[src/rtl/aodv_rt_pkg.sv]
// Package: shared types, constants and command codes of the route table engine.
package aodv_rt_pkg;

    localparam int TABLE_DEPTH  = 32;
    localparam int IDX_W        = $clog2(TABLE_DEPTH);
    localparam int CNT_W        = $clog2(TABLE_DEPTH + 1);
    localparam int MAX_RESULTS  = 32;
    localparam int BREAK_FACTOR = 10;
    localparam int APB_ADDR_W   = 4;
    localparam int TERM_W       = 20;

    // Command codes
    localparam logic [2:0] CMD_FWD    = 3'd0;
    localparam logic [2:0] CMD_REV    = 3'd1;
    localparam logic [2:0] CMD_NBR    = 3'd2;
    localparam logic [2:0] CMD_BREAK  = 3'd3;
    localparam logic [2:0] CMD_ACTIVE = 3'd4;
    localparam logic [2:0] CMD_VALID  = 3'd5;

    // Register indexes
    localparam logic [1:0] REG_PTT = 2'd0;
    localparam logic [1:0] REG_NTT = 2'd1;
    localparam logic [1:0] REG_ART = 2'd2;

    // Route status codes
    localparam logic [1:0] ST_ACTIVE = 2'd1;
    localparam logic [1:0] ST_BROKEN = 2'd2;

    localparam logic [7:0] HOP_INF       = 8'd255;
    localparam logic [7:0] NEIGHBOR_HOPS = 8'd1;

    typedef struct packed {
        logic [31:0] dest;
        logic [31:0] next;
        logic [7:0]  hops;
        logic [7:0]  prev_hops;
        logic [31:0] seq;
        logic [31:0] expiry;
        logic [1:0]  status;
    } entry_t;

    typedef struct packed {
        logic [31:0] route_addr;
        logic        found;
        logic [31:0] route_next_hop;
        logic [7:0]  route_hops;
        logic [31:0] route_seq;
        logic        kernel_del;
        logic        kernel_add;
        logic        table_full;
        logic        last;
    } result_t;

    // Operands of the shared lifetime adder: now + add - sub, clamped
    typedef struct packed {
        logic [31:0]       now;
        logic [31:0]       add;
        logic [TERM_W-1:0] sub;
    } life_op_t;

endpackage

[src/rtl/aodv_rt_life.sv]
// Shared lifetime adder: now + add - sub, clamped to the 32-bit range.
module aodv_rt_life (
    input  aodv_rt_pkg::life_op_t op,
    output logic [31:0]           life
);
    import aodv_rt_pkg::*;

    logic [33:0] sum;

    // Add, subtract, then clamp below at zero and above at all ones
    always_comb
    begin
        sum = {2'b00, op.now} + {2'b00, op.add} - {{(34-TERM_W){1'b0}}, op.sub};
        if (sum[33])
            life = '0;
        else if (sum[32])
            life = '1;
        else
            life = sum[31:0];
    end
endmodule

[config.mk]
export PLATFORM = sky130hd
export DESIGN_NAME = aodv_rt_life
export DESIGN_NICKNAME = d
export VERILOG_FILES = /design/src/rtl/aodv_rt_pkg.sv /design/src/rtl/aodv_rt_life.sv
export SDC_FILE = /design/constraint.sdc
export NUM_CORES = 1
export LEC_CHECK = 0
export BUFFER_PORTS_ARGS = -buffer_cell sky130_fd_sc_hd__buf_2
export CORE_AREA = 2 2 120 122
export DETAILED_ROUTE_END_ITERATION = 10
export DIE_AREA = 0 0 122 124
export SLEW_MARGIN = 20
export SYNTH_ARGS = -nofsm -noshare
export SYNTH_HDL_FRONTEND = slang
export SYNTH_SLANG_ARGS = --single-unit
[constraint.sdc]
create_clock -name vclk -period 4.9
set_clock_uncertainty 0.15 [all_clocks]
set_input_delay 0.735 -clock vclk [all_inputs]
set_output_delay 0.735 -clock vclk [all_outputs]
set_load 0.005 [all_outputs]
==> out/qor.yml <==
place.gp.congestion: 0.832
hold_path_class: "in2out"
drive_above_1_share_pct: 25.1
crit_start: "op[1]"
synthTopCellsByCount: "inv_1, a21oi_1, ha_1"
hold_path_depth: 5
fmax_mhz: 213
slowest_delay_ns: 0.55
peakVddDrop_v: 0.0000668
total_power_w: 0.000864
hold_viol: 0
yosysTopAreaCell: "ha_1"
path_class: "in2out"
wl_met3_microns: 440
grt_overflow_total: 0
dr.pass1.iters: 4
die_w_microns: 122
ios: 116
seqCellArea_sq_um: 0
design.core.area_sq_um: 13700
antenna_found_initial: 0
drcViolationCount: 0
drt_iter0_markers: 148
grtUsageTotal_pct: 11.1
p_seq_share_pct: 0
synth_top_cell_area_share_pct: 18.0
highest_layer: "met4"
drv_cap: 0
grt_max_degree: 33
area_delta_synth_final_pct: 26.0
via_per_inst: 4.38
cpMostUsedCell: "buf_2"
p_comb_share_pct: 100.0
die_h_microns: 124
p_per_area_nw_per_um2: 219
min_period_ns: 4.69
p_int_w: 0.000391
crit_fanout: 9
p_sw_w: 0.000473
netSwitchingFraction_pct: 54.8
min_from: "op[20]"
worstPathCellList: "buf_2, fa_1, inv_1, ha_1, a211oi_1, o21a_1, o21a_2, o21ai_2, nor3b_2, nor4_2, o211a_4, buf_4, a21oi_1, buf_2"
route.met2.wl_microns: 3790
setup_viol: 0
synth_seq_area_share_pct: 0
endpoint_kind: "output pin"
yosys-top-cells-area: "ha_1, inv_1, fa_1"
relSlewSlack_pct: 73.0
tns_ns: 0
dp_cells: 749
clkbuf_count: 0
crit_cells: 14
worst_slew_pin_slew_ns: 0.400
netlist_area_sq_um: 3130
clock_power_share_pct: 0
path_buf_inv: 4
nets: 721
synth_nets: 610
p_leak_nw: 2.25
grt_pass1_wl_microns: 14200
status: "completed"
required_ns: 4.01
grt_setup_unrepaired: "no"
vias: 3287
syn_area_per_cell_sq_um: 6.79
nFillCells: 1574
crit_path_start_kind: "input port"
design.seq.count: 0
synth_cells: 461
yosysMostFrequentCell: "inv_1"
yosysWarningCount: 0
cts_hold_buf: 0
yosysUniqueCellTypes: 54
period_share_pct: 95.8
drt_wl_total_microns: 8470
fp-row-count: 43
place_hpwl_microns: 7350
final_antenna_net_count: 0
fin_cells: 750
crit_slowest_cell: "fa_1"
grt_pass1_vias: 3165
routedWlPerCell_microns: 11.3
met1Wirelength_microns: 4130
start_util_pct: 22.8
report.final.slew_viol_count: 0
die_area_sq_um: 15100
crit_family: "compound AO/OA/AOI/OAI gates"
port-buffer-count: 116
utilization_pct: 28.8
diodes: 0
worstPathArrival_ns: 3.81
[stage by stage]
stage / cell area, sq um / setup slack [ns] / hold WS (ns)
4_1_cts: 3920 / 0.0494 / 1.80
3_5_place_dp: 3920 / 0.0635 / 1.79
3_3_place_gp: 3920 / 0.129 / 1.80
2_1_floorplan: 3130 / 0.593 / 1.59
5_1_grt: 3950 / 0.0327 / 1.88
6_report: 3950 / 0.208 / 1.79
[cell type report]
cell class                      instances  area, sq um  area share [%]
Tap cell                              180          225            5.71
Timing Repair Buffer                  128          708            18.0
Inverter                              136          510            12.9
Multi-Input combinational cell        306         2500            63.4
[per-layer routing]
| metal | vias up | track usage, % |
|---|---|---|
| met2 | 89 | 19.3 |
| met5 | - | 0 |
| met3 | 10 | 0.504 |
| met1 | 1467 | 15.6 |
| li1 | 1721 | - |
| met4 | 0 | 1.65 |
[kinds of logic (layout without fill, tap and decap cells)]
kind of cell	Yosys count	count (layout)	share of synthesized area, %
muxes	1	1	0.320
and+or+nand+nor	72	72	11.5
AOI/OAI and AO/OA	141	141	28.6
xor gates and xnor gates	27	27	8.15
adders and majority gates	65	65	30.8
buffers and inverters	155	264	20.6
[power groups by stage]
stage	clock, W	sequential, W	combinational, W
global placement	0	0	0.000864
finish	0	0	0.000864
detailed placement	0	0	0.000864
global route	0	0	0.000980
floorplan	0	0	0.000589
CTS	0	0	0.000869
[cells in the final DEF (no fill, tap or decap), types with 2 or more instances in the layout]
cell type / Yosys / routed
inv_1: 136 / 136
buf_2: 2 / 116
a21oi_1: 59 / 58
ha_1: 45 / 45
nand2_1: 22 / 22
fa_1: 20 / 20
o21ai_0: 20 / 19
a21o_1: 16 / 16
nor2_1: 15 / 15
xor2_1: 15 / 15
xnor2_1: 11 / 11
buf_4: 4 / 9
nand3_1: 7 / 7
and3_1: 6 / 6
a31oi_1: 5 / 5
nand4_1: 5 / 5
o21a_1: 5 / 5
nor3_1: 5 / 5
a211oi_1: 5 / 5
o21bai_1: 4 / 4
buf_12: 0 / 3
a21oi_2: 1 / 2
o21ai_2: 2 / 2
a2111oi_0: 2 / 2
nand2b_1: 2 / 2
a41oi_1: 2 / 2
a211o_1: 2 / 2
o211ai_1: 2 / 2
a21boi_0: 2 / 2
or3_1: 2 / 2
[path summary, 6_finish.rpt]
check                      end  slack [ns]
worst max-delay path  life[26]        0.21
worst min-delay path   life[0]        1.79
[repair_timing]
item                       in CTS  in global routing
resized for setup               0                  4
setup buffers                   0                  1
setup endpoints to repair       0                 23
[worst min-delay path, delay by kind of cell]
family	cells	cell delay, ns
AO/OA/AOI/OAI	1	0.12
buffers and inverters	3	0.23
adder cells (fa/ha/maj)	1	0.12
Power figures use the tool's default switching activity.
